### src/sv/silt_ram.sv
// Generic single-port-write, single-port-read RAM with a registered read.
// No dependencies.
module silt_ram #(
	parameter int WIDTH = 8,
	parameter int DEPTH = 16
) (
	input  logic                     clk,
	input  logic                     we,
	input  logic [$clog2(DEPTH)-1:0] waddr,
	input  logic [WIDTH-1:0]         wdata,
	input  logic                     re,
	input  logic [$clog2(DEPTH)-1:0] raddr,
	output logic [WIDTH-1:0]         rdata
);
	logic [WIDTH-1:0] mem_q [DEPTH];
	logic [WIDTH-1:0] rdata_q;

	always_ff @(posedge clk) begin
		if (we) begin
			mem_q[waddr] <= wdata;
		end
		if (re) begin
			rdata_q <= mem_q[raddr];
		end
	end

	assign rdata = rdata_q;
endmodule

### config.mk
export PLATFORM = sky130hd
export DESIGN_NAME = silt_ram
export DESIGN_NICKNAME = d
export VERILOG_FILES = /design/src/sv/silt_ram.sv
export SDC_FILE = /design/constraint.sdc
export NUM_CORES = 1
export LEC_CHECK = 0
export ABC_AREA = 1
export BUFFER_PORTS_ARGS = -buffer_cell sky130_fd_sc_hd__clkbuf_2
export CAP_MARGIN = 20
export CORE_MARGIN = 1
export CORE_UTILIZATION = 28
export DETAILED_ROUTE_END_ITERATION = 12
export SLEW_MARGIN = 20
export SYNTH_ARGS = -nofsm -noshare
export SYNTH_HDL_FRONTEND = slang
export SYNTH_SLANG_ARGS = --single-unit
export TNS_END_PERCENT = 100
### constraint.sdc
create_clock -name clk -period 1.5 [get_ports clk]
set_clock_uncertainty 0.15 [all_clocks]
set_input_delay 0.225 -clock clk [delete_from_list [all_inputs] [get_ports clk]]
set_output_delay 0.225 -clock clk [all_outputs]
set_load 0.05 [all_outputs]
==> qor.txt <==
cts bufs inserted = 17
Peak VDD IR = 851 uV
Post-Syn Nets = 570
WL final = 14400 um
Worst Path Buf+Inv = 1
Worst Setup Start Kind = flop
H-tree levels = 4
Die Y = 147 um
crit path kind = reg2out
Core Util, Final = 34.4%
clock-pin slew on the worst setup and hold paths = 0.05 ns
Final Hold Viols = 0
# diodes = 0
Final Slew Violations = 0
status = finished, final reports clean
Hold WC Path Type = in2reg
ranking of synthesized cells by area = edfxtp_1 70%, nand2_1 11%, nand3_1 8.3%
antenna violations before repair = 0
period utilisation layout = 98.2%
post-layout min period = 1.47 ns
largest fanout on the critical path = 1
Boundary Pins = 27
hold-fix buffers at CTS = 0
RSZ-0062 raised after global routing = no
final net count = 617
GRT met1 Usage = 20.0%
Final GP Congestion = 0.761
Post-DP HPWL = 8570 um
Yosys warning count = 0
critical path's top delay family = flip-flops
Sink Count = 136
first-pass GRT wire length = 22300 um
Worst path max stage delay = 0.41 ns
die area = 21500 um2
Req. time, crit path = 1.12 ns
Leak Pwr = 2.98 nW
XOR/XNOR Fraction of Synth Area = 0%
post-synth cell types = 11
area grow syn2layout = 20.0%
M3 GR Usage = 3.72%
CTS tree = done
largest net degree at the start of global routing = 46
headroom to the max-slew limit = 71.2%
router iterations before antenna repair = 4
sequential area share after synthesis = 69.8%
Die W = 147 um
Max-Cap Viols = 0
crit-path cells = clkbuf_2
Syn Std Cell Area = 5850 um2
WP data arrival = 1.10 ns
Synth Area in Simple Gates = 20.8%
mux contribution to synthesized area = 0%
area share of fa/ha/maj cells after synthesis = 0%
cell accounting for the most synthesized area = edfxtp_1
grt met2 use = 21.6%
area fraction in compound gates after synthesis = 0%
postcts setup bufs = 0
Max clock buf depth = 2
Initial Utilization = 28.7%
routed vias = 3897
clk root buf = clkbuf_16
largest family of logic cells by synthesized area = simple AND/OR/NAND/NOR gates
total power draw = 0.00917 W
Yosys top cell area share = 69.8%
busiest grt layer = met2
core area = 20400 um2
Worst Setup Slack, final = 0.0273 ns
number of global-route vias before repair = 3683
Wirelength per Cell = 16.4 um
Post-DRT Antenna Nets = 0
Total GRT Usage = 14.4%
layout cell share with drive strength beyond 1 = 12.8%
reg2reg setup slack = 0.17 ns
maximum clock frequency = 679 MHz
Final Setup Violations = 0
Critical-path top delay cell = edfxtp_1
kind of end point of the critical path = output pin
Via-to-Cell Ratio = 4.43
Worst Tran Pin Value = 0.431 ns
Rows = 52
pwr dens = 1310 nW/um2
DR iter-0 viols = 410
#FFs+latches synth = 136
gate count after technology mapping = 551
Place WS = -0.0864 ns
remaining global-route overflow = 0
DR DRC count = 0
Clk Latency, worst-skew pair = 0.43 ns
Synth Area per Inst = 10.6 um2
PortBufs = 26
## placed cells by master, fill, tap and decap left out
| master | instances |
|---|---|
| inv_1 | 100 |
| bufinv_16 | 4 |
| clkbuf_16 | 17 |
| buf_4 | 21 |
| clkbuf_2 | 24 |
| clkbuf_1 | 3 |
| nand3b_1 | 2 |
| inv_2 | 2 |
| clkinv_1 | 4 |
| nand3_1 | 97 |
| edfxtp_1 | 136 |
| clkbuf_4 | 1 |
| clkinvlp_4 | 2 |
| clkinv_2 | 1 |
| buf_12 | 6 |
| nor2_1 | 17 |
| nand2_1 | 173 |
## cell type report
class                   instances  area [um2]
multi-input cells             289        1210
flip-flops and latches        136        4080
inverters                     102         383
clock buffers                  20         437
fillers                      1999       13300
clock inverters                11         155
well taps                     270         338
repair buffers                 52         405
## where the power goes
part | leakage (nW) | switching, W | internal (W)
logic | 1.46 | 0.000443 | 0.000177
clock network | 0.280 | 0.00150 | 0.00274
registers | 1.24 | 0.0000249 | 0.00428
total | 2.98 | 0.00197 | 0.00720
## worst paths after layout
kind | startpoint | endpoint | depth (start not counted)
max | rdata[3]$_DFFE_PP_ | rdata[3] | 1
min reg2reg | mem_q[7][2]$_DFFE_PP_ | rdata[2]$_DFFE_PP_ | 6
max reg2reg | mem_q[12][7]$_DFFE_PP_ | rdata[7]$_DFFE_PP_ | 6
min | re | rdata[0]$_DFFE_PP_ | 1
## synth_stat cells
library cell    n
nand3b_1        2
inv_2           2
inv_1         100
edfxtp_1      136
nand2_1       173
buf_2          13
buf_1           1
nand3_1        97
nor2_1         17
buf_4           4
buf_6           6
## through the flow
| step | hold WS [ns] | TNS, ns | area, um2 | std cells |
|---|---|---|---|---|
| after CTS | 0.0767 | 0 | 7020 | 880 |
| after global placement | 0.534 | -0.210 | 6420 | 849 |
| after detailed placement | 0.522 | -0.318 | 6420 | 849 |
| final | 0.0798 | 0 | 7020 | 880 |
| after global routing | 0.0793 | 0 | 7020 | 880 |
| after floorplan | 0.174 | 0 | 5850 | 551 |
## layer usage
layer	vias up	part of all wire (%)
li1	1874	-
met2	130	45
met1	1872	46
met5	-	0
met3	21	6.5
met4	0	2.0
## state kept, by name (all words and copies together), names as in the netlist
register,count
mem_q,128
rdata,8
## logic make-up after synthesis
| group | count (synthesis) |
|---|---|
| AND/OR/NAND/NOR | 289 |
| flip-flops | 136 |
| buffers and inverters | 126 |
## timing repair
item	4_1_cts	5_1_grt
cloned	0	0
setup endpoints to repair	2	1
resized for setup	2	1
No activity file was read; power rests on OpenSTA's default activity.
