`config.mk`:
```
export PLATFORM = sky130hd
export DESIGN_NAME = silt_ctrl
export DESIGN_NICKNAME = d
export VERILOG_FILES = /design/src/sv/silt_pkg.sv /design/src/sv/silt_ctrl.sv
export SDC_FILE = /design/constraint.sdc
export NUM_CORES = 1
export LEC_CHECK = 0
export ABC_AREA = 1
export BUFFER_PORTS_ARGS = -buffer_cell sky130_fd_sc_hd__buf_2
export CORE_MARGIN = 10
export CORE_UTILIZATION = 45
export DETAILED_ROUTE_END_ITERATION = 16
export PLACE_DENSITY = 0.76
export SYNTH_ARGS = -nofsm -noshare
export SYNTH_HDL_FRONTEND = slang
export SYNTH_SLANG_ARGS = --single-unit
```
`constraint.sdc`:
```
create_clock -name clk -period 6.4 [get_ports clk]
set_input_delay 0.96 -clock clk [delete_from_list [all_inputs] [get_ports clk]]
set_output_delay 0.96 -clock clk [all_outputs]
set_load 0.03 [all_outputs]
```
`src/sv/silt_pkg.sv`:
```
// Package of the sorted interval lookup table: sizes, table entry and
// transaction types, status codes, controller states and the midpoint helper.
// No dependencies.
package silt_pkg;

	localparam int ZONE_DEPTH = 512;
	localparam int AW = $clog2(ZONE_DEPTH);
	localparam int CW = $clog2(ZONE_DEPTH + 1);
	localparam logic [CW-1:0] DEPTH_C = CW'(ZONE_DEPTH);

	typedef struct packed {
		logic [31:0] start;
		logic [31:0] len;
		logic [15:0] id;
	} entry_t;

	localparam int ENTRY_W = $bits(entry_t);

	typedef enum logic [1:0] {
		ST_LOADED = 2'd0,
		ST_FULL   = 2'd1,
		ST_HIT    = 2'd2,
		ST_MISS   = 2'd3
	} status_t;

	typedef enum logic {
		MODE_LOAD   = 1'b0,
		MODE_LOOKUP = 1'b1
	} mode_t;

	typedef struct packed {
		logic        mode;
		logic [15:0] zone_id;
		logic [31:0] offset;
		logic [31:0] length;
		logic [15:0] tag;
	} item_t;

	typedef struct packed {
		status_t     status;
		logic [15:0] found_zone;
		logic [15:0] tag_out;
		logic [31:0] offset_out;
	} res_t;

	typedef struct packed {
		logic                re;
		logic [AW-1:0]       raddr;
		logic                we;
		logic [AW-1:0]       waddr;
		logic [ENTRY_W-1:0]  wdata;
	} ram_req_t;

	typedef enum logic [2:0] {
		S_IDLE,
		S_PROBE,
		S_LREAD,
		S_LSHIFT,
		S_OUT
	} state_t;

	function automatic logic [AW-1:0] mid_of(logic [CW-1:0] a, logic [CW-1:0] b);
		logic [CW:0] s;
		s = {1'b0, a} + {1'b0, b};
		return AW'(s >> 1);
	endfunction

endpackage

```
`src/sv/silt_ctrl.sv`:
```
// Sequencer of the zone table: sorted insertion by shifting entries up and
// binary search with one probe per cycle. Depends on silt_pkg.
module silt_ctrl import silt_pkg::*; (
	input  logic     clk,
	input  logic     arst_n,
	input  logic     item_valid,
	output logic     item_ready,
	input  item_t    item,
	output logic     res_valid,
	input  logic     res_ready,
	output res_t     res,
	output ram_req_t ram_req,
	input  entry_t   rd_entry
);
	state_t        state_q, state_d;
	logic [CW-1:0] count_q;
	logic [CW-1:0] lo_q, hi_q;
	logic [AW-1:0] idx_q;
	item_t         item_q;
	res_t          res_q;

	logic          accept;
	logic [32:0]   end_w;
	logic          hit;
	logic          below;
	logic [CW-1:0] nlo, nhi;
	logic [AW-1:0] nmid;
	logic          more;
	logic          move_up;
	entry_t        new_entry;

	assign accept = item_valid && item_ready;

	assign end_w = {1'b0, rd_entry.start} + {1'b0, rd_entry.len};
	assign hit   = (item_q.offset >= rd_entry.start) && ({1'b0, item_q.offset} < end_w);
	assign below = item_q.offset < rd_entry.start;
	assign nlo   = below ? lo_q : CW'(idx_q) + CW'(1);
	assign nhi   = below ? CW'(idx_q) : hi_q;
	assign nmid  = mid_of(nlo, nhi);
	assign more  = nlo < nhi;

	assign move_up   = rd_entry.start > item_q.offset;
	assign new_entry = '{start: item_q.offset, len: item_q.length, id: item_q.zone_id};

	always_comb begin
		state_d = state_q;
		unique case (state_q)
			S_IDLE: begin
				if (accept) begin
					if (item.mode == MODE_LOOKUP) begin
						state_d = (count_q == '0) ? S_OUT : S_PROBE;
					end else begin
						state_d = (count_q >= DEPTH_C) ? S_OUT : S_LREAD;
					end
				end
			end
			S_PROBE: begin
				if (hit || !more) begin
					state_d = S_OUT;
				end
			end
			S_LREAD: begin
				state_d = (idx_q == '0) ? S_OUT : S_LSHIFT;
			end
			S_LSHIFT: begin
				state_d = move_up ? S_LREAD : S_OUT;
			end
			S_OUT: begin
				if (res_ready) begin
					state_d = S_IDLE;
				end
			end
			default: state_d = S_IDLE;
		endcase
	end

	always_comb begin
		item_ready    = 1'b0;
		res_valid     = 1'b0;
		ram_req.re    = 1'b0;
		ram_req.raddr = '0;
		ram_req.we    = 1'b0;
		ram_req.waddr = idx_q;
		ram_req.wdata = new_entry;
		unique case (state_q)
			S_IDLE: begin
				item_ready    = 1'b1;
				ram_req.re    = item_valid && (item.mode == MODE_LOOKUP) && (count_q != '0);
				ram_req.raddr = mid_of('0, count_q);
			end
			S_PROBE: begin
				ram_req.re    = !hit && more;
				ram_req.raddr = nmid;
			end
			S_LREAD: begin
				ram_req.re    = idx_q != '0;
				ram_req.raddr = idx_q - AW'(1);
				ram_req.we    = idx_q == '0;
			end
			S_LSHIFT: begin
				ram_req.we    = 1'b1;
				ram_req.wdata = move_up ? rd_entry : new_entry;
			end
			S_OUT: begin
				res_valid = 1'b1;
			end
			default: begin
				res_valid = 1'b0;
			end
		endcase
	end

	always_ff @(posedge clk or negedge arst_n) begin
		if (!arst_n) begin
			state_q <= S_IDLE;
			count_q <= '0;
		end else begin
			state_q <= state_d;
			if ((state_q == S_LREAD && idx_q == '0) || (state_q == S_LSHIFT && !move_up)) begin
				count_q <= count_q + CW'(1);
			end
		end
	end

	always_ff @(posedge clk) begin
		unique case (state_q)
			S_IDLE: begin
				if (accept) begin
					item_q         <= item;
					lo_q           <= '0;
					hi_q           <= count_q;
					res_q.found_zone <= '0;
					res_q.tag_out    <= item.tag;
					res_q.offset_out <= item.offset;
					if (item.mode == MODE_LOOKUP) begin
						idx_q        <= mid_of('0, count_q);
						res_q.status <= ST_MISS;
					end else begin
						idx_q        <= AW'(count_q);
						res_q.status <= (count_q >= DEPTH_C) ? ST_FULL : ST_LOADED;
					end
				end
			end
			S_PROBE: begin
				if (hit) begin
					res_q.status     <= ST_HIT;
					res_q.found_zone <= rd_entry.id;
				end else begin
					lo_q  <= nlo;
					hi_q  <= nhi;
					idx_q <= nmid;
				end
			end
			S_LSHIFT: begin
				if (move_up) begin
					idx_q <= idx_q - AW'(1);
				end
			end
			default: begin
			end
		endcase
	end

	assign res = res_q;
endmodule

```
==> summary.md, run 1 <==
| Metric | Value |
|---|---|
| Outcome | finished clean |
| Critical Path Sink Type | output port |
| Required time of the critical path | 5.44 ns |
| FF-to-FF End | idx_q[7]$_DFFE_PP_ |
| Number of synthesized flops with an enable pin | 143 |
| Final-stage net count | 1895 |
| Final hold viol count | 0 |
| Slowest-stage cell, CP | fa_1 |
| Avg Inst Size Synth | slightly below 9 um2 |
| Cell mode on critical path | nand2_1 |
| Slew of the pin with the lowest slew margin | 1.11 ns |
| Final core utilization | a little under three fifths |
| Max H-tree Level | 4 |
| Cell chosen for the clock root | clkbuf_16 |
| Global router's overall resource usage | 21.8% |
| Placeable core area | 25000 um2 |
| Register bit count reported by yosys | around 160 |
| Number of instances resized during post-cts repair | 0 |
| IO buf count | 348 |
| Via count of the first global-routing pass | 10300 |
| Area added between synthesis and finish | 21.7% |
| Most common library cells after synthesis | nand2_1 (224), inv_1 (168), edfxtp_1 (143) |
| Worst R2R Setup Slack | 1.91 ns |
| Cell depth of the worst setup path | 26 |
| Most common cell in the synthesized netlist | nand2_1 |
| Antenna violations before repair | 2 |
| Clock tree from TritonCTS | done |
| Number of buffers between clock root and the deepest sink | 2 |
| Die span in y | 179 um |
| Antenna-violating nets left | 0 |
| Max capacitance violation total | 0 |
| Placer Congestion | 0.952 |
| Vias per inst | 5.23 |
| Largest net degree at the start of global routing | 130 |
| Largest delay share family, worst path | simple AND/OR/NAND/NOR gates |
| Data arrival time at the worst-slack endpoint | 5.02 ns |
| RSZ-0062 raised after global routing | false |
| Routed wirelength normalized by instance count | 18.5 um |
| Worst relative slew slack | 26.2% |
| Number of placement rows | slightly below 60 |
| Clock net sink count | 156 |
| Distinct cell type count after synthesis | 50 |
| Worst hold slack | 0.399 ns |
| Footprint of the multi-input gates | 5790 um2 |
| FMAX | 167 MHz |
| Overall die area | 32100 um2 |
| Fraction of the yosys area taken by sequential cells | between 40% and 50% |
| Hold bufs inserted after CTS | 0 |
| DP Wirelength | 29200 um |
| Clock transition time at the flip-flop clock pins of the worst setup and hold paths | 0.08 ns |
| Drt first pass iters | 5 |
| WP buf/inv | 4 |
| Combined area of all synthesized cells | 11400 um2 |
| Filler cells | 2317 |
| First-pass GRT wire length | 54600 um |
| Power density cells | 398 nW/um2 |
| Library cell with the largest summed area after synthesis | edfxtp_1 |
| Post-synthesis async set-or-reset flop share | 8.33% |
| Critical Path Sink | ram_req[97] |
| Fraction of synthesized cell area taken by the top area cell type | 37.7% |
| Summed negative setup slack over all endpoints | 0 ns |
| Synth top area cells | edfxtp_1 (38%), ha_1 (13%), nand2_1 (7.4%), inv_1 (5.5%), nor2_1 (4.3%) |
| Max FO, Critical Path | 7 |
| Total congestion overflow | 0 |
| Crit path largest cell delay | ~0.46 ns |
| Kind of critical path | primary input to output port |
| Area taken by flip-flops and latches | around 4600 um2 |
| Post-CTS Setup Inserts | 0 |
| Depth of the most critical reg-to-reg path | 25 |
| Count of unresolved DRC violations after routing | 0 |
| Syn nets | about 1600 |
| Via count of the routed design | ~10000 |
| Starting density of the core | a little under half |
| Top_reg_cell synth | edfxtp_1 |
| Count of final setup violators | 0 |
| Final period utilization | 93.4% |
| Number of warnings reported in the yosys synthesis log | 0 |
| Clock period minus final worst setup slack | ~6.0 ns |
| Worst skew pair latency | 0.43 ns |
| DIE WIDTH | 179 um |
| CP startpoint | rd_entry[79] |
| Leakage power figure | 6.79 nW |
| Starting DRT DRC Count | 684 |
| I/O pin count | 349 |
| Launching point of the worst reg2reg path | res[31]$_DFFE_PP_ |
| Gate Count Post-Synth | 1277 |
| Path type of the worst min-delay path | primary input to async pin |
| Final Max Slew Viols | 0 |
| Highest ir drop seen on vdd | 0.215 mV |
| Startpoint class of the critical path | primary input |
| Inserted Clock Buffers | 17 |
| Worst clock skew | 0.0175 ns |
| Total wire length after detailed routing | 36000 um |
| Share of post-route cells with drive strength above 1 | between 20% and 30% |
## registers in the layout, summed over array words and instances, names as in the netlist
name / cells
count_q: 10
hi_q: 10
idx_q: 9
item_q: 48
lo_q: 10
res: 66
state_q: 3
## cells by family (layout without fill, tap and decap cells)
| logic type | count (synthesis) | after routing | share of synthesized area, % |
|---|---|---|---|
| AOI/OAI and AO/OA | 246 | 246 | 13.2 |
| adders and majority gates | 119 | 119 | 13.2 |
| muxes | 32 | 32 | 3.82 |
| other | 0 | 1 | 0 |
| xor gates and xnor gates | 47 | 47 | 3.61 |
| buffers and inverters | 228 | 559 | 9.13 |
| and+or+nand+nor | 449 | 449 | 16.6 |
| DFF | 156 | 156 | 40.5 |
## worst reg2reg max path: cells and delay by family, from the launching register on
family                     cells  cell delay [ns]
and+or+nand+nor               16             1.90
AOI/OAI and AO/OA              4             0.80
adders and majority gates      2             0.79
DFF                            1             0.46
buffers and inverters          3             0.30
## metal layers
metal | track usage [%] | part of all wire [%] | up-vias
met5 | 0 | 0.036 | -
met4 | 8.23 | 3.1 | 2
met3 | 6.53 | 10 | 76
met2 | 37.4 | 47 | 463
met1 | 25.3 | 40 | 4642
li1 | - | - | 4956
## placed cells by master (no fill, tap or decap), types with 4 or more instances in the layout
cell	Yosys	routed
mux2_4	20	20
a31oi_1	7	7
xor2_1	30	30
xnor2_1	17	17
a21o_1	5	5
inv_1	168	168
o211ai_1	9	9
edfxtp_1	143	143
dfrtp_1	13	13
or2_2	6	6
nor3_2	4	4
o21ai_0	80	80
nand4_1	9	9
nand3_1	46	46
nand2_1	224	224
ha_1	117	117
nor3_1	11	11
o21ai_1	4	4
clkbuf_16	0	17
a21oi_2	32	34
nor4_1	4	4
clkinv_8	0	4
buf_2	8	347
nor2_1	130	129
o221ai_1	4	4
inv_8	0	6
mux2_2	12	12
a21oi_1	76	74
a211oi_1	4	4
o21a_1	10	10
buf_4	32	9
## final cells by class
cell class,count,share of cell area [%]
Antenna cell,1,0.0180
Inverter,170,4.62
Clock buffer,17,3.07
Sequential cell,156,33.3
Multi-Input combinational cell,893,41.7
Clock inverter,15,1.24
Timing Repair Buffer,357,13.1
Tap cell,330,2.98
## through the flow
step	setup WS, ns	cells	total power, mW	area [um2]
after detailed placement	0.374	1906	4.49	13200
after floorplan	0.949	1277	3.65	11400
final	0.424	1939	5.53	13900
after global routing	0.0256	1939	5.90	13900
after global placement	0.413	1906	4.46	13200
after CTS	0.375	1938	5.55	13800
## worst min path at each step
| stage | slack, ns | endpoint | cells after the start |
|---|---|---|---|
| after floorplan | 0.46 | count_q[7]$_DFFE_PN0P_ | 1 |
| after global placement | 0.48 | count_q[7]$_DFFE_PN0P_ | 1 |
| after detailed placement | 0.49 | count_q[0]$_DFFE_PN0P_ | 1 |
| after CTS | 0.40 | count_q[5]$_DFFE_PN0P_ | 1 |
| after global routing | 0.40 | count_q[5]$_DFFE_PN0P_ | 1 |
| final | 0.40 | count_q[5]$_DFFE_PN0P_ | 1 |
## where the power goes
group	total [mW]	switching (mW)	leakage [nW]	internal, mW
clock network	1.04	0.513	0.295	0.529
registers	1.67	0.166	1.50	1.50
logic	2.82	1.96	4.99	0.860
total	5.53	2.64	6.79	2.89
(Power assumes the default switching activity.)
==> run 2: changes to the inputs <==
- CORE_UTILIZATION: 45 -> 48
- PLACE_DENSITY: 0.76 -> 0.75
==> summary.md, run 2 (same netlist as run 1, synthesis figures left out) <==
| Metric | Value |
|---|---|
| Launching point of the worst reg2reg path | res[29]$_DFFE_PP_ |
| Via count of the routed design | 10000 (-1.2%) |
| Sum of met2 wire segment lengths after detailed routing | 17700 um (+4.2%) |
| Global router's overall resource usage | 23.3% (+1.4 points) |
| Die span in y | 174 um (-2.8%) |
| FMAX | 167 MHz (about the same) |
| Inserted Clock Buffers | 17 (unchanged) |
| Clock net sink count | 156 (unchanged) |
| Total congestion overflow | 0 (unchanged) |
| Number of standard cells in the layout, taps in and fillers out | 1925 (-0.72%) |
| Path type of the worst min-delay path | primary input to async pin |
| Slew of the pin with the lowest slew margin | 1.17 ns (+0.0613 ns) |
| Post-placement cell count | 1893 (-0.68%) |
| Metal-1 WL | 14500 um (+1.4%) |
| Area added between synthesis and finish | 21.2% |
| Starting DRT DRC Count | 772 (+13%) |
| Power density cells | 398 nW/um2 (-0.17%) |
| Clock tree from TritonCTS | done |
| Max H-tree Level | 4 (unchanged) |
| Antenna violations before repair | 1 (-1) |
| Vias per inst | 5.21 (-0.44%) |
| Footprint of the multi-input gates | 5780 um2 (-0.17%) |
| Largest net degree at the start of global routing | 130 (unchanged) |
| Hold bufs inserted after CTS | 0 (unchanged) |
| CP startpoint | rd_entry[16] |
| Data arrival time at the worst-slack endpoint | 5.01 ns (about the same) |
| Worst skew pair latency | 0.43 ns (about the same) |
| Kind of critical path | primary input to output port |
| Starting density of the core | 48.7% (+3.2 points) |
| Count of unresolved DRC violations after routing | 0 (unchanged) |
| Flip-flop count of the largest register after layout | 66 (unchanged) |
| Clock period minus final worst setup slack | 5.97 ns (-0.00516 ns) |
| Worst hold slack | 0.403 ns (+0.00427 ns) |
| Post-CTS Setup Inserts | 0 (unchanged) |
| Final-stage net count | 1893 (-0.11%) |
| Number of placement rows | 56 (-3.4%) |
| Critical Path Sink Type | output port |
| Cell chosen for the clock root | clkbuf_16 |
| Met3 layer wire length in the routed design | 3170 um (-12%) |
| Final hold viol count | 0 (unchanged) |
| Leakage power figure | 6.76 nW (-0.36%) |
| Drt first pass iters | 5 (unchanged) |
| Worst clock skew | 0.0224 ns (+0.00488 ns) |
| Highest routed layer | met5 |
| Share of post-route cells with drive strength above 1 | 29.9% (-0.087 points) |
| Total wire length after detailed routing | 35800 um (-0.30%) |
| Clock transition time at the flip-flop clock pins of the worst setup and hold paths | 0.08 ns (about the same) |
| Number of instances resized during post-cts repair | 0 (unchanged) |
| Count of final setup violators | 0 (unchanged) |
| Antenna-violating nets left | 0 (unchanged) |
| DP Wirelength | 29200 um (+0.17%) |
| Summed negative setup slack over all endpoints | 0 ns (unchanged) |
| IO buf count | 348 (unchanged) |
| Filler cells | 2157 (-6.9%) |
| Count of inserted antenna diode cells | 0 (-1) |
| Most common library cell in the layout ignoring fill and taps | buf_2 |
| Number of buffers between clock root and the deepest sink | 2 (unchanged) |
| Required time of the critical path | 5.44 ns (about the same) |
| Placer Congestion | 0.929 (-2.5%) |
| Final Max Slew Viols | 0 (unchanged) |
| Overall die area | 30300 um2 (-5.6%) |
| Routed wirelength normalized by instance count | 18.6 um (+0.42%) |
| I/O pin count | 349 (unchanged) |
| Highest-count cells in the layout ignoring fill and taps | buf_2 (348), nand2_1 (224), inv_1 (168) |
| Startpoint class of the critical path | primary input |
| Via count of the first global-routing pass | 10500 (+2.0%) |
| Outcome | finished clean |
| Highest ir drop seen on vdd | 0.247 mV (+15%) |
| First-pass GRT wire length | 56900 um (+4.1%) |
| Max capacitance violation total | 0 (unchanged) |
| Area taken by flip-flops and latches | 4620 um2 (unchanged) |
| Worst relative slew slack | 22.0% (-4.3 points) |
| Final period utilization | 93.3% (about the same) |
| Max FO, Critical Path | 4 (-3) |
| RSZ-0062 raised after global routing | false |
| DIE WIDTH | 174 um (-2.8%) |
| Placeable core area | 23400 um2 (-6.5%) |
-- run 2: stage by stage --
stage / instance area (um2) / util (%) / total power [mW] / worst slack, ns
after detailed placement: 13200 / 56.5 / 4.49 / 0.320
final: 13800 / 59.0 / 5.49 / 0.429
after CTS: 13800 / 59.0 / 5.51 / 0.288
after floorplan: 11400 / - / 3.65 / 0.949
after global placement: 13200 / 56.5 / 4.46 / 0.399
after global routing: 13800 / 59.0 / 5.88 / 0.0213
-- run 2: worst max-delay path, stage by stage --
cell	delay (ns)
buf_2	0.13
ha_1	0.22
fa_1	0.42
nand3_1	0.09
nand3_1	0.12
a21oi_2	0.22
o21bai_2	0.13
a21oi_2	0.30
o21ai_1	0.17
xnor2_1	0.17
ha_1	0.30
nand2_1	0.06
nor2_1	0.14
nand2_1	0.09
o21a_1	0.19
nand3_1	0.13
nand2_1	0.07
nand2_1	0.10
nand2_1	0.06
nand2_1	0.06
nand2_1	0.05
nand2_1	0.05
nand2_1	0.04
nand2_1	0.15
nand3_1	0.21
o211ai_1	0.14
buf_2	0.24
-- run 2: layout make-up --
class	instances	area share (%)
Clock buffer	19	3.29
Clock inverter	13	0.851
Inverter	170	4.64
Multi-Input combinational cell	893	41.8
Sequential cell	156	33.4
Tap cell	319	2.89
Timing Repair Buffer	355	13.1
-- run 2: worst paths after layout --
path / endpoint / slack [ns] / cells after the start
worst max-delay path: ram_req[99] / 0.43 / 27
worst min-delay path: count_q[6]$_DFFE_PN0P_ / 0.40 / 1
worst max register to register: idx_q[7]$_DFFE_PP_ / 2.04 / 25
worst min register to register: count_q[7]$_DFFE_PN0P_ / 0.50 / 1
max in group asynchronous: state_q[1]$_DFFE_PN0P_ / 5.74 / 1
min in group clk: count_q[7]$_DFFE_PN0P_ / 0.50 / 1
-- run 2: report_power, final --
part / leakage [nW] / total [mW] / switching (mW) / internal [mW]
combinational: 4.98 / 2.81 / 1.96 / 0.853
clock: 0.281 / 1.01 / 0.477 / 0.537
sequential: 1.50 / 1.67 / 0.165 / 1.50
total: 6.76 / 5.49 / 2.60 / 2.89
-- run 2: layer usage --
metal / up-vias / global-route usage, %
li1: 4947 / -
met1: 4637 / 27.3
met2: 404 / 40.7
met3: 32 / 7.11
met4: 2 / 5.77
met5: - / 0
==> run 3: changes to the inputs <==
- CORE_UTILIZATION: 48 -> 49
- CTS_BUF_LIST: unset -> sky130_fd_sc_hd__clkbuf_2
- PLACE_DENSITY: 0.75 -> 0.77
==> summary.md, run 3 (same netlist as run 1, synthesis figures left out) <==
| Metric | Value |
|---|---|
| Outcome | finished clean |
| Count of final setup violators | 0 (unchanged) |
| Flip-flop count of the largest register after layout | 66 (unchanged) |
| Worst R2R Setup Slack | 2.25 ns (+0.21 ns) |
| Power density cells | 375 nW/um2 (-5.6%) |
| Via count of the routed design | 10200 (+1.4%) |
| FF-to-FF End | idx_q[7]$_DFFE_PP_ |
| Antenna-violating nets left | 0 (unchanged) |
| Starting DRT DRC Count | 704 (-8.8%) |
| Summed negative setup slack over all endpoints | 0 ns (unchanged) |
| Die span in y | 173 um (-0.91%) |
| Max FO, Critical Path | 4 (unchanged) |
| Total wire length after detailed routing | 35800 um (about the same) |
| Largest net degree at the start of global routing | 130 (unchanged) |
| Worst relative slew slack | 27.4% (+5.4 points) |
| Routed wirelength normalized by instance count | 18.6 um (-0.12%) |
| Critical Path Sink Type | output port |
| Startpoint class of the critical path | primary input |
| Final Max Slew Viols | 0 (unchanged) |
| Kind of critical path | primary input to output port |
| Drt first pass iters | 5 (unchanged) |
| Number of placement rows | 55 (-1.8%) |
| Placeable core area | 22800 um2 (-2.7%) |
| Area added between synthesis and finish | 18.9% |
| Most common library cell in the layout ignoring fill and taps | buf_2 |
| Max capacitance violation total | 0 (unchanged) |
| Number of standard cells in the layout, taps in and fillers out | 1926 (+0.052%) |
| Critical Path Sink | ram_req[99] |
| I/O pin count | 349 (unchanged) |
| Via count of the first global-routing pass | 10500 (+0.22%) |
| Data arrival time at the worst-slack endpoint | 5.10 ns (+0.09 ns) |
| Worst clock skew | 0.0587 ns (+0.0363 ns) |
| CP startpoint | rd_entry[18] |
| IO buf count | 348 (unchanged) |
| First-pass GRT wire length | 57000 um (+0.30%) |
| Cell chosen for the clock root | clkbuf_2 |
| Required time of the critical path | 5.44 ns (about the same) |
| DIE WIDTH | 173 um (-0.91%) |
| Clock transition time at the flip-flop clock pins of the worst setup and hold paths | 0.32 ns (+0.24 ns) |
| DP Wirelength | 29300 um (+0.17%) |
| Depth of the most critical reg-to-reg path | 25 (unchanged) |
| Launching point of the worst reg2reg path | res[31]$_DFFE_PP_ |
| RSZ-0062 raised after global routing | true |
| Final period utilization | 94.7% (+1.4 points) |
| Path type of the worst min-delay path | primary input to flop |
| Crit path largest cell delay | 0.41 ns (about the same) |
| Total non-filler cell area in the finished layout | 13600 um2 (-1.9%) |
| FMAX | 165 MHz (-1.5%) |
| Starting density of the core | 50.0% (+1.3 points) |
| Leakage power figure | 6.68 nW (-1.3%) |
| Source of the worst hold timing path | item[83] |
| Max H-tree Level | 4 (unchanged) |
| Overall die area | 29800 um2 (-1.8%) |
| Worst skew pair latency | 0.81 ns (+0.38 ns) |
| Filler cells | 2055 (-4.7%) |
| Vias per inst | 5.28 (+1.3%) |
| Slowest-stage cell, CP | a21boi_1 |
| Antenna violations before repair | 2 (+1) |
| Post-route total power | 5.09 mW (-7.4%) |
| Final-stage net count | 1899 (+0.32%) |
| Highest-count cells in the layout ignoring fill and taps | buf_2 (347), nand2_1 (224), inv_1 (168) |
| Final hold viol count | 0 (unchanged) |
| Total congestion overflow | 0 (unchanged) |
| Post-placement cell count | 1887 (-0.32%) |
| Slew of the pin with the lowest slew margin | 1.09 ns (-0.0811 ns) |
| Placer Congestion | 0.946 (+1.9%) |
| Share of post-route cells with drive strength above 1 | 30.2% (+0.32 points) |
| Highest ir drop seen on vdd | 0.224 mV (-9.2%) |
| Worst hold slack | 0.292 ns (-0.111 ns) |
| Number of buffers between clock root and the deepest sink | 2 (unchanged) |
| Clock period minus final worst setup slack | 6.06 ns (+0.0900 ns) |
| Cell mode on critical path | nand2_1 |
| Global router's overall resource usage | 23.6% (+0.31 points) |
| Clock tree from TritonCTS | done |
| Inserted Clock Buffers | 17 (unchanged) |
| Clock net sink count | 156 (unchanged) |
| Count of unresolved DRC violations after routing | 0 (unchanged) |
| Area after DPL | 13200 um2 (-0.15%) |
==> run 3: changes by cell type in the layout (fill, tap and decap cells not counted), moves of 2 or more <==
| cell | change |
|---|---|
| clkbuf_16 | -18 |
| clkbuf_2 | +17 |
| buf_4 | +6 |
| clkinv_8 | +3 |
| inv_8 | +3 |
| o21ai_0 | -3 |
| clkinv_4 | -2 |
| o21ai_1 | +2 |
==> run 3: through the flow <==
step | util [%] | setup slack (ns)
after floorplan | - | 0.949
after global placement | 58.0 | 0.171
after detailed placement | 58.0 | 0.102
after CTS | 59.1 | 0.0548
after global routing | 59.5 | -0.0560
final | 59.5 | 0.339
==> run 3: final cells by class <==
class	count	area, um2	area share [%]
antenna	1	2.50	0.0185
clock buffer	17	85.1	0.628
clock inverter	15	165	1.22
inverter	170	641	4.73
multi-input combinational	893	5800	42.8
sequential	156	4620	34.1
tap	313	392	2.89
timing repair buffer	361	1850	13.6
==> run 3: repair_timing <==
item | 4_1_cts | 5_1_grt
endpoints found under the hold margin | 13 | 0
resized for setup | 0 | 14
hold buffers | 1 | 0
setup buffers | 0 | 5
setup endpoints to repair | 0 | 4
==> run 3: worst min-delay path by stage <==
stage                     slack [ns]  cells past startpoint                     end
after floorplan                 0.46                      1  count_q[7]$_DFFE_PN0P_
after global placement          0.48                      1  count_q[7]$_DFFE_PN0P_
after detailed placement        0.49                      1  count_q[0]$_DFFE_PN0P_
after CTS                       0.24                      1    item_q[81]$_DFFE_PP_
after global routing            0.21                      1    item_q[81]$_DFFE_PP_
final                           0.29                      1    item_q[83]$_DFFE_PP_
==> run 3: critical path: cells and delay by family <==
| family | cells | cell delay (ns) |
|---|---|---|
| compound gates | 7 | 1.47 |
| simple gates | 15 | 1.46 |
| fa+ha+maj | 2 | 0.61 |
| buf+inv | 4 | 0.48 |
| xor+xnor | 1 | 0.14 |
==> run 3: power breakdown <==
group	internal [mW]	switching, mW
Sequential	1.50	0.161
Clock	0.136	0.467
Combinational	0.860	1.97
==> run 3: layer usage <==
| metal | vias up | track usage (%) | share of wire [%] |
|---|---|---|---|
| li1 | 4968 | - | - |
| met1 | 4734 | 27.2 | 40 |
| met2 | 417 | 41.9 | 50 |
| met3 | 39 | 6.90 | 8.0 |
| met4 | 2 | 5.62 | 1.5 |
| met5 | - | 0 | 0.036 |
